### src/hw/rtl/mlcd_pkg.sv
// ----------------------------------------------------------------------------
// mlcd_pkg
// Shared types and constants of the memory LCD frame serializer.
// ----------------------------------------------------------------------------
package mlcd_pkg;

  // command byte bits
  localparam logic [7:0] CmdWrite = 8'h01;
  localparam logic [7:0] CmdVcom  = 8'h02;
  localparam logic [7:0] CmdClear = 8'h04;

  // operation codes
  localparam logic OpPixel = 1'b0;
  localparam logic OpClear = 1'b1;

  // configuration register indexes
  localparam int unsigned CfgIdxW = 1;
  localparam logic [CfgIdxW-1:0] RegBytesPerLine = 1'd0;
  localparam logic [CfgIdxW-1:0] RegLinesPerFrame = 1'd1;
  localparam int unsigned CfgDataW = 8;

  localparam logic [6:0] BytesPerLineReset = 7'd12;
  localparam logic [7:0] LinesPerFrameReset = 8'd96;

  localparam int unsigned DefMaxLineBytes = 64;
  localparam int unsigned DefMaxLines = 255;

  // one job: up to five bytes sent in a row for one item
  localparam int unsigned JobBytes = 5;
  localparam int unsigned JobCntW = 3;
  localparam int unsigned JobDepth = 2;

  typedef struct packed {
    logic [JobBytes-1:0][7:0] bytes;  // bytes[0] goes out first
    logic [JobCntW-1:0]       count;  // 1 to JobBytes
    logic                     ends;   // transfer ends after the last byte
  } job_t;

endpackage

### src/hw/rtl/mlcd_front.sv
// ----------------------------------------------------------------------------
// mlcd_front
// Holds configuration and frame state, turns each item into a byte job.
// ----------------------------------------------------------------------------
module mlcd_front #(
  parameter int unsigned MAX_LINE_BYTES = mlcd_pkg::DefMaxLineBytes,
  parameter int unsigned MAX_LINES      = mlcd_pkg::DefMaxLines
) (
  input  logic                          clk_i,
  input  logic                          rst_ni,
  input  logic                          cfg_we_i,
  input  logic [mlcd_pkg::CfgIdxW-1:0]  cfg_idx_i,
  input  logic [mlcd_pkg::CfgDataW-1:0] cfg_data_i,
  input  logic                          accept_i,
  input  logic                          operation_i,
  input  logic [7:0]                    pixel_byte_i,
  output logic                          job_push_o,
  output mlcd_pkg::job_t                job_o
);
  import mlcd_pkg::*;

  localparam int unsigned CntW = $clog2(MAX_LINE_BYTES + 1);
  localparam int unsigned EffW = (CntW > 7) ? CntW : 7;

  logic [6:0]      bpl_q;
  logic [7:0]      lpf_q;
  logic            vcom_q, vcom_d;
  logic            in_frame_q, in_frame_d;
  logic [CntW-1:0] bil_q, bil_d;
  logic [7:0]      line_q, line_d;

  logic [EffW-1:0] eff_bytes, bil_inc;
  logic [7:0]      eff_lines, line_cur, last_byte;
  logic            eol, frame_done;
  logic [7:0]      cmd;

  always_comb begin
    if (bpl_q == 7'd0) begin
      eff_bytes = EffW'(1);
    end else if (EffW'(bpl_q) > EffW'(MAX_LINE_BYTES)) begin
      eff_bytes = EffW'(MAX_LINE_BYTES);
    end else begin
      eff_bytes = EffW'(bpl_q);
    end
    if (lpf_q == 8'd0) begin
      eff_lines = 8'd1;
    end else if (lpf_q > 8'(MAX_LINES)) begin
      eff_lines = 8'(MAX_LINES);
    end else begin
      eff_lines = lpf_q;
    end
  end

  always_comb begin
    bil_inc    = in_frame_q ? (EffW'(bil_q) + EffW'(1)) : EffW'(1);
    line_cur   = in_frame_q ? line_q : 8'd1;
    eol        = (bil_inc >= eff_bytes);
    frame_done = eol && !(line_cur < eff_lines);
    last_byte  = frame_done ? 8'h00 : (line_cur + 8'd1);
    cmd        = (vcom_q ? CmdVcom : 8'h00);

    vcom_d     = vcom_q;
    in_frame_d = in_frame_q;
    bil_d      = bil_q;
    line_d     = line_q;
    job_push_o = 1'b0;
    job_o      = '0;

    if (accept_i) begin
      if (operation_i == OpClear) begin
        // a clear inside a frame is dropped
        if (!in_frame_q) begin
          job_push_o     = 1'b1;
          job_o.bytes[0] = cmd | CmdClear;
          job_o.bytes[1] = 8'h00;
          job_o.count    = JobCntW'(2);
          job_o.ends     = 1'b1;
          vcom_d         = ~vcom_q;
        end
      end else begin
        job_push_o = 1'b1;
        if (!in_frame_q) begin
          vcom_d         = ~vcom_q;
          job_o.bytes[0] = cmd | CmdWrite;
          job_o.bytes[1] = 8'h01;
          job_o.bytes[2] = pixel_byte_i;
          job_o.bytes[3] = 8'h00;
          job_o.bytes[4] = last_byte;
          job_o.count    = eol ? JobCntW'(5) : JobCntW'(3);
        end else begin
          job_o.bytes[0] = pixel_byte_i;
          job_o.bytes[1] = 8'h00;
          job_o.bytes[2] = last_byte;
          job_o.count    = eol ? JobCntW'(3) : JobCntW'(1);
        end
        job_o.ends = frame_done;
        if (frame_done) begin
          in_frame_d = 1'b0;
          bil_d      = '0;
          line_d     = 8'd1;
        end else begin
          in_frame_d = 1'b1;
          bil_d      = eol ? '0 : CntW'(bil_inc);
          line_d     = eol ? last_byte : line_cur;
        end
      end
    end
  end

  always_ff @(posedge clk_i or negedge rst_ni) begin
    if (!rst_ni) begin
      bpl_q      <= BytesPerLineReset;
      lpf_q      <= LinesPerFrameReset;
      vcom_q     <= 1'b0;
      in_frame_q <= 1'b0;
      bil_q      <= '0;
      line_q     <= 8'd1;
    end else begin
      if (cfg_we_i && cfg_idx_i == RegBytesPerLine) begin
        bpl_q <= cfg_data_i[6:0];
      end
      if (cfg_we_i && cfg_idx_i == RegLinesPerFrame) begin
        lpf_q <= cfg_data_i[7:0];
      end
      vcom_q     <= vcom_d;
      in_frame_q <= in_frame_d;
      bil_q      <= bil_d;
      line_q     <= line_d;
    end
  end

  // between frames the counters sit at their start values
  a_idle_counters: assert property (@(posedge clk_i) disable iff (!rst_ni)
    !in_frame_q |-> (line_q == 8'd1 && bil_q == '0))
    else $error("frame counters not at start between frames");

  // a clear inside a frame never produces a job
  a_clear_dropped: assert property (@(posedge clk_i) disable iff (!rst_ni)
    (accept_i && operation_i == OpClear && in_frame_q) |-> !job_push_o)
    else $error("clear inside frame produced a job");

endmodule

### src/hw/rtl/mlcd_job_fifo.sv
// ----------------------------------------------------------------------------
// mlcd_job_fifo
// Short queue of byte jobs between the front and the bit serializer.
// ----------------------------------------------------------------------------
module mlcd_job_fifo (
  input  logic           clk_i,
  input  logic           rst_ni,
  input  logic           push_i,
  input  mlcd_pkg::job_t data_i,
  output logic           full_o,
  input  logic           pop_i,
  output logic           empty_o,
  output mlcd_pkg::job_t data_o
);
  import mlcd_pkg::*;

  localparam int unsigned PtrW = (JobDepth > 1) ? $clog2(JobDepth) : 1;
  localparam int unsigned CntW = $clog2(JobDepth + 1);

  job_t            mem_q [JobDepth];
  logic [PtrW-1:0] wr_q, rd_q;
  logic [CntW-1:0] cnt_q;
  logic            do_push, do_pop;

  assign full_o  = (cnt_q == CntW'(JobDepth));
  assign empty_o = (cnt_q == '0);
  assign data_o  = mem_q[rd_q];
  assign do_push = push_i && !full_o;
  assign do_pop  = pop_i && !empty_o;

  always_ff @(posedge clk_i) begin
    if (do_push) begin
      mem_q[wr_q] <= data_i;
    end
  end

  always_ff @(posedge clk_i or negedge rst_ni) begin
    if (!rst_ni) begin
      wr_q  <= '0;
      rd_q  <= '0;
      cnt_q <= '0;
    end else begin
      if (do_push) begin
        wr_q <= (wr_q == PtrW'(JobDepth - 1)) ? '0 : wr_q + PtrW'(1);
      end
      if (do_pop) begin
        rd_q <= (rd_q == PtrW'(JobDepth - 1)) ? '0 : rd_q + PtrW'(1);
      end
      cnt_q <= cnt_q + CntW'(do_push) - CntW'(do_pop);
    end
  end

  a_no_overflow: assert property (@(posedge clk_i) disable iff (!rst_ni)
    !(push_i && full_o))
    else $error("job pushed into full queue");

  a_cnt_range: assert property (@(posedge clk_i) disable iff (!rst_ni)
    cnt_q <= CntW'(JobDepth))
    else $error("job queue count out of range");

endmodule

### src/hw/rtl/mlcd_back.sv
// ----------------------------------------------------------------------------
// mlcd_back
// Shifts job bytes out LSB first into a one-bit output register.
// ----------------------------------------------------------------------------
module mlcd_back (
  input  logic           clk_i,
  input  logic           rst_ni,
  input  logic           job_empty_i,
  input  mlcd_pkg::job_t job_i,
  output logic           job_pop_o,
  output logic           empty,
  input  logic           pop,
  output logic           serial_bit_o,
  output logic           transfer_end_o,
  output logic           last_of_item_o
);
  import mlcd_pkg::*;

  job_t               cur_q;
  logic               active_q;
  logic [JobCntW-1:0] byte_idx_q;
  logic [2:0]         bit_idx_q;
  logic               ov_q, obit_q, oend_q, olast_q;

  logic               advance, last_bit, need_job;
  logic [7:0]         cur_byte;

  assign advance   = !ov_q || pop;
  assign cur_byte  = cur_q.bytes[byte_idx_q];
  assign last_bit  = (bit_idx_q == 3'd7) && (byte_idx_q == cur_q.count - JobCntW'(1));
  // reload while the last bit of a job goes out, so jobs run without gaps
  assign need_job  = advance && (!active_q || last_bit);
  assign job_pop_o = need_job && !job_empty_i;

  always_ff @(posedge clk_i) begin
    if (job_pop_o) begin
      cur_q <= job_i;
    end
    if (advance && active_q) begin
      obit_q  <= cur_byte[bit_idx_q];
      oend_q  <= last_bit && cur_q.ends;
      olast_q <= last_bit;
    end
  end

  always_ff @(posedge clk_i or negedge rst_ni) begin
    if (!rst_ni) begin
      active_q   <= 1'b0;
      byte_idx_q <= '0;
      bit_idx_q  <= '0;
      ov_q       <= 1'b0;
    end else if (advance) begin
      ov_q <= active_q;
      if (need_job) begin
        active_q   <= !job_empty_i;
        byte_idx_q <= '0;
        bit_idx_q  <= '0;
      end else begin
        bit_idx_q <= bit_idx_q + 3'd1;
        if (bit_idx_q == 3'd7) begin
          byte_idx_q <= byte_idx_q + JobCntW'(1);
        end
      end
    end
  end

  assign empty          = !ov_q;
  assign serial_bit_o   = obit_q;
  assign transfer_end_o = oend_q;
  assign last_of_item_o = olast_q;

  a_end_is_last: assert property (@(posedge clk_i) disable iff (!rst_ni)
    (ov_q && oend_q) |-> olast_q)
    else $error("transfer end not on last bit of item");

  a_byte_in_job: assert property (@(posedge clk_i) disable iff (!rst_ni)
    active_q |-> (byte_idx_q < cur_q.count))
    else $error("byte index past job length");

endmodule

### src/hw/rtl/memory_lcd_frame_serializer.sv
// ----------------------------------------------------------------------------
// memory_lcd_frame_serializer
// Memory LCD line writer: pixel bytes or clear requests in, LSB-first
// serial data bits out, with command, line address and trailer bytes.
//
//   channel  handshake         payload
//   -------  ----------------  ---------------------------------------------
//   input    push / full       operation_i, pixel_byte_i
//   result   empty / pop       serial_bit_o, transfer_end_o, last_of_item_o
//   config   cfg_we_i          cfg_idx_i, cfg_data_i
//
// One result bit per cycle from the output register while pop is high and
// jobs wait; a pixel byte gives 8 bits, 24 or 40 when a command, trailer
// or line address comes with it. The bit shifter in the back end sets that
// rate; the front takes one item per cycle while the two-entry job queue
// has room (full follows the queue). A dropped clear makes no job. Reset
// clears all control state and loads the register defaults; no clearing pass.
// ----------------------------------------------------------------------------
module memory_lcd_frame_serializer #(
  parameter int unsigned MAX_LINE_BYTES = mlcd_pkg::DefMaxLineBytes,
  parameter int unsigned MAX_LINES      = mlcd_pkg::DefMaxLines
) (
  input  logic                          clk_i,
  input  logic                          rst_ni,
  input  logic                          cfg_we_i,
  input  logic [mlcd_pkg::CfgIdxW-1:0]  cfg_idx_i,
  input  logic [mlcd_pkg::CfgDataW-1:0] cfg_data_i,
  input  logic                          push,
  output logic                          full,
  input  logic                          operation_i,
  input  logic [7:0]                    pixel_byte_i,
  output logic                          empty,
  input  logic                          pop,
  output logic                          serial_bit_o,
  output logic                          transfer_end_o,
  output logic                          last_of_item_o
);
  import mlcd_pkg::*;

  logic accept;
  logic job_push, job_pop, job_empty, job_full;
  job_t job_in, job_out;

  assign full   = job_full;
  assign accept = push && !job_full;

  mlcd_front #(
    .MAX_LINE_BYTES (MAX_LINE_BYTES),
    .MAX_LINES      (MAX_LINES)
  ) u_front (
    .clk_i        (clk_i),
    .rst_ni       (rst_ni),
    .cfg_we_i     (cfg_we_i),
    .cfg_idx_i    (cfg_idx_i),
    .cfg_data_i   (cfg_data_i),
    .accept_i     (accept),
    .operation_i  (operation_i),
    .pixel_byte_i (pixel_byte_i),
    .job_push_o   (job_push),
    .job_o        (job_in)
  );

  mlcd_job_fifo u_fifo (
    .clk_i   (clk_i),
    .rst_ni  (rst_ni),
    .push_i  (job_push),
    .data_i  (job_in),
    .full_o  (job_full),
    .pop_i   (job_pop),
    .empty_o (job_empty),
    .data_o  (job_out)
  );

  mlcd_back u_back (
    .clk_i          (clk_i),
    .rst_ni         (rst_ni),
    .job_empty_i    (job_empty),
    .job_i          (job_out),
    .job_pop_o      (job_pop),
    .empty          (empty),
    .pop            (pop),
    .serial_bit_o   (serial_bit_o),
    .transfer_end_o (transfer_end_o),
    .last_of_item_o (last_of_item_o)
  );

endmodule
### config.mk
export PLATFORM = sky130hd
export DESIGN_NAME = memory_lcd_frame_serializer
export DESIGN_NICKNAME = d
export VERILOG_FILES = /design/src/hw/rtl/mlcd_pkg.sv /design/src/hw/rtl/mlcd_front.sv /design/src/hw/rtl/mlcd_job_fifo.sv /design/src/hw/rtl/mlcd_back.sv /design/src/hw/rtl/memory_lcd_frame_serializer.sv
export SDC_FILE = /design/constraint.sdc
export NUM_CORES = 1
export LEC_CHECK = 0
export ABC_AREA = 1
export BUFFER_PORTS_ARGS = -buffer_cell sky130_fd_sc_hd__buf_2
export CELL_PAD_IN_SITES_DETAIL_PLACEMENT = 1
export CELL_PAD_IN_SITES_GLOBAL_PLACEMENT = 1
export CORE_MARGIN = 4
export CORE_UTILIZATION = 25
export DETAILED_ROUTE_END_ITERATION = 8
export PLACE_DENSITY_LB_ADDON = 0.1
export SLEW_MARGIN = 20
export SYNTH_ARGS = -nofsm -noshare
export SYNTH_HDL_FRONTEND = slang
export SYNTH_SLANG_ARGS = --single-unit
### constraint.sdc
create_clock -name clk_i -period 5.1 [get_ports clk_i]
set_input_delay 0 -clock clk_i [delete_from_list [all_inputs] [get_ports clk_i]]
set_output_delay 0 -clock clk_i [all_outputs]
set_load 0.03 [all_outputs]
==> results by group <==
Setup path
  – RR Startpoint: u_front.in_frame_q
  – Crit-path slowest cell: dfrtp_1
  – CP endpoint kind: register
  – R2R depth: 12
  – WP depth: 12
  – CP Buf/Inv Count: 2
  – CP startpoint kind: register
  – Required @ worst endpoint: 5240 ps
  – CP Class: reg -> reg
  – CP delay by family, top: simple AND/OR/NAND/NOR gates
  – CP startpoint: u_front.in_frame_q
  – Max Fanout on Critical Path: 19
  – CP arrival: around 3500 ps
  – Crit-path max cell delay: ~890 ps
  – Crit-path cells: inv_4 > nor3_1 > ha_1 > a21oi_1 > o21ai_0 > nand4_1 > nand2_1 > nor2_4 > inv_1 > ha_1 > nor2_1 > nor2_1

Yosys
  – Yosys reg bits: 134
  – Seq/Total Area, Yosys: roughly 60%
  – Synth top area cells: edfxtp_1, dfrtp_1, nand2_1, inv_1, ha_1
  – Yosys Warn Count: 0
  – Post-synth top area share: a little over two fifths
  – Unique masters post-synth: 37
  – Syn avg cell area: ~9.7 µm²
  – Cells after Synth: 648
  – Area leader, netlist: edfxtp_1
  – Synthesized cell area: ~6300 µm²

STA
  – Final setup vio count: 0
  – Clock skew: about 11 ps
  – Final hold vios: 0
  – Fin crit period: between 3000 and 4000 ps
  – RSZ-0062 raised after global routing: false
  – Worst Tran Pin Value: around 840 ps
  – Final period util: around two thirds
  – Max-slew violation count: 0
  – Fmax achieved: 0.299 GHz
  – Hold_ws: ~47 ps
  – TNS Setup: 0 ps
  – Slew HR: roughly 44%

Global route
  – Initial antenna violation count: 0
  – First-pass GRT wire length: 25,600 µm
  – Vias in the first global route: between 4,000 and 5,000
  – Largest net degree at the start of global routing: 45
  – Tot GR Track Use: between 10% and 20%
  – Total grt overflow: 0

Job
  – Max Cap Violations: 0

Clock tree
  – Clk buf depth: 2
  – H-tree lvl count: 4
  – Latest clock arrival within the worst-skew pair: approximately 420 ps
  – Post-CTS Setup Bufs: 0
  – CTS tree: yes
  – Post-CTS Resized: 0
  – Clock-pin transition on the worst setup and hold timing paths: 60 ps
  – Sink Count: roughly 130
  – CTS root buf: clkbuf_16
  – Num CTS Buffers: 17

Route
  – Drt drc: 0
  – DRT Pass-1 Iters: 4
  – DRT antenna net count: 0
  – Iter 0 DRT Violations: around 210
  – WL final: between 15,000 and 20,000 µm
  – Via density: 4.24
  – DR WL/cell: 14.5 µm
  – Vias: around 4,400

Final layout
  – Fin area: approximately 7600 µm²
  – Diode count: 0
  – Fill count: between 2,000 and 3,000
  – Share of post-route cells with drive strength above 1: 11.3%
  – Non-filler cells in the finished layout: around 1,000
  – Fin util: a little under a third
  – Nets: approximately 760
  – Area Overhead vs Synth: 21.4%

Floorplan
  – Starting Density: between 20% and 30%
  – Die X: roughly 170 µm
  – Core area: about 25,000 µm²
  – Die area: approximately 28,000 µm²
  – Chip Height: around 170 µm
  – # IOs: 28
  – Num rows: 57

Outcome
  – Status: completed

Placement
  – Number of port buffers: 27
  – DPL Wire Length: approximately 11,000 µm
  – Area post-placement: a little under 7000 µm²
  – Placed insts: roughly 1,000
  – RePlAce Congestion: approximately 0.73

Min path
  – Hold Path Class: in -> reg
  – Hold path start: pixel_byte_i[3]
  – Worst Hold Depth: 3

Power and ir drop
  – Lkg Pwr: about 3.5 nW
  – Worst vdd ir: approximately 190 µV
  – Pwr dens: 568 nW/µm²
[routing by layer]
metal | GRT usage [%] | vias up | wire, µm
met3 | 2.56 | 17 | 314
met5 | 0 | - | 0
met1 | 13.9 | 2157 | 6820
met2 | 20.5 | 44 | 7840
li1 | - | 2230 | -
met4 | 4.16 | 0 | 243
[flip-flops by register name (all words and copies together) (netlist names), 2 cells and up]
name and count:
u_back.bit_idx_q 3, u_front.line_q 8, u_front.bil_q 7, u_front.lpf_q 8, u_front.bpl_q 7, u_fifo.mem_q 58
u_back.cur_q 29, u_back.byte_idx_q 3, u_fifo.cnt_q 2
[timing repair]
item                                   in CTS  in global routing
hold buffers                               18                  0
setup endpoints to repair                   0                  0
endpoints found under the hold margin      74                  0
[placed cells by master, fill, tap and decap left out, drive strengths merged]
cell	instances
a211oi	2
a21oi	15
a221oi	1
a32o	1
buf	33
bufinv	4
clkbuf	19
clkinv	6
clkinvlp	2
conb	12
dfrtp	39
dfstp	5
dlygate4sd3	18
edfxtp	90
ha	23
inv	83
nand2	211
nand3	25
nand4	3
nor2	49
nor3	8
nor4	1
o211ai	2
o21ai	38
o21bai	8
o22ai	9
o31ai	1
o32ai	2
or2	2
xnor2	4
xor2	8
[kinds of logic (layout without fill, tap and decap cells)]
group	Yosys count	count (layout)	synth area share, %
AOI/OAI and AO/OA	79	79	7.31
xor gates and xnor gates	12	12	1.67
adders and majority gates	23	23	4.57
buffers and inverters	100	165	6.18
DFF	134	134	60.5
other	1	12	0.0596
and+or+nand+nor	299	299	19.7
[synth_stat cells]
master,n
nand2_1,206
edfxtp_1,90
inv_1,81
nor2_1,46
dfrtp_1,39
o21ai_0,32
nand3_1,25
ha_1,23
a21oi_1,15
clkbuf_1,14
o22ai_1,9
o21bai_1,8
xor2_1,8
nor3_1,7
o21ai_1,6
dfstp_2,5
xnor2_1,4
buf_2,3
nand2_2,3
nand4_1,3
nand2_4,2
o211ai_1,2
o32ai_1,2
or2_2,2
a211oi_1,1
a211oi_2,1
a221oi_1,1
a32o_1,1
buf_6,1
conb_1,1
inv_4,1
nor2_2,1
nor2_4,1
nor2_8,1
nor3_4,1
nor4_1,1
o31ai_1,1
[final timing paths]
path | end | slack, ps
setup / recovery | u_fifo.mem_q[1][2] | 1760
hold / removal | u_fifo.mem_q[1][7] | 50
setup reg to reg | u_fifo.mem_q[1][2] | 1760
hold reg to reg | u_front.vcom_q | 470
max in group asynchronous | u_front.vcom_q | 4390
min in group asynchronous | u_back.bit_idx_q[2] | 230
[layout make-up]
cell class              instances  area [µm²]  area share, %
flip-flops and latches        134        3810           49.9
multi-input cells             425        2140           28.0
clock buffers                  19         433           5.67
well taps                     324         405           5.31
repair buffers                 51         360           4.72
inverters                      82         310           4.06
clock inverters                13         179           2.34
[metrics by stage]
step | power [mW] | setup WS [ps]
final | 4.34 | 1760
after global routing | 4.69 | 1390
after CTS | 4.45 | 1710
after detailed placement | 3.12 | 1730
after global placement | 3.08 | 1810
after floorplan | 2.70 | 2400
[where the power goes]
part	leakage (nW)	total, mW	internal [mW]	switching [mW]
Combinational	1.81	1.27	0.409	0.858
Sequential	1.40	1.79	1.61	0.176
Clock	0.292	1.29	0.816	0.472
[tightest hold or removal path, cell delays in order]
cell    delay, ps
buf_2          70
inv_1          70
nor2_1        170
No activity file was read; power rests on OpenSTA's default activity.
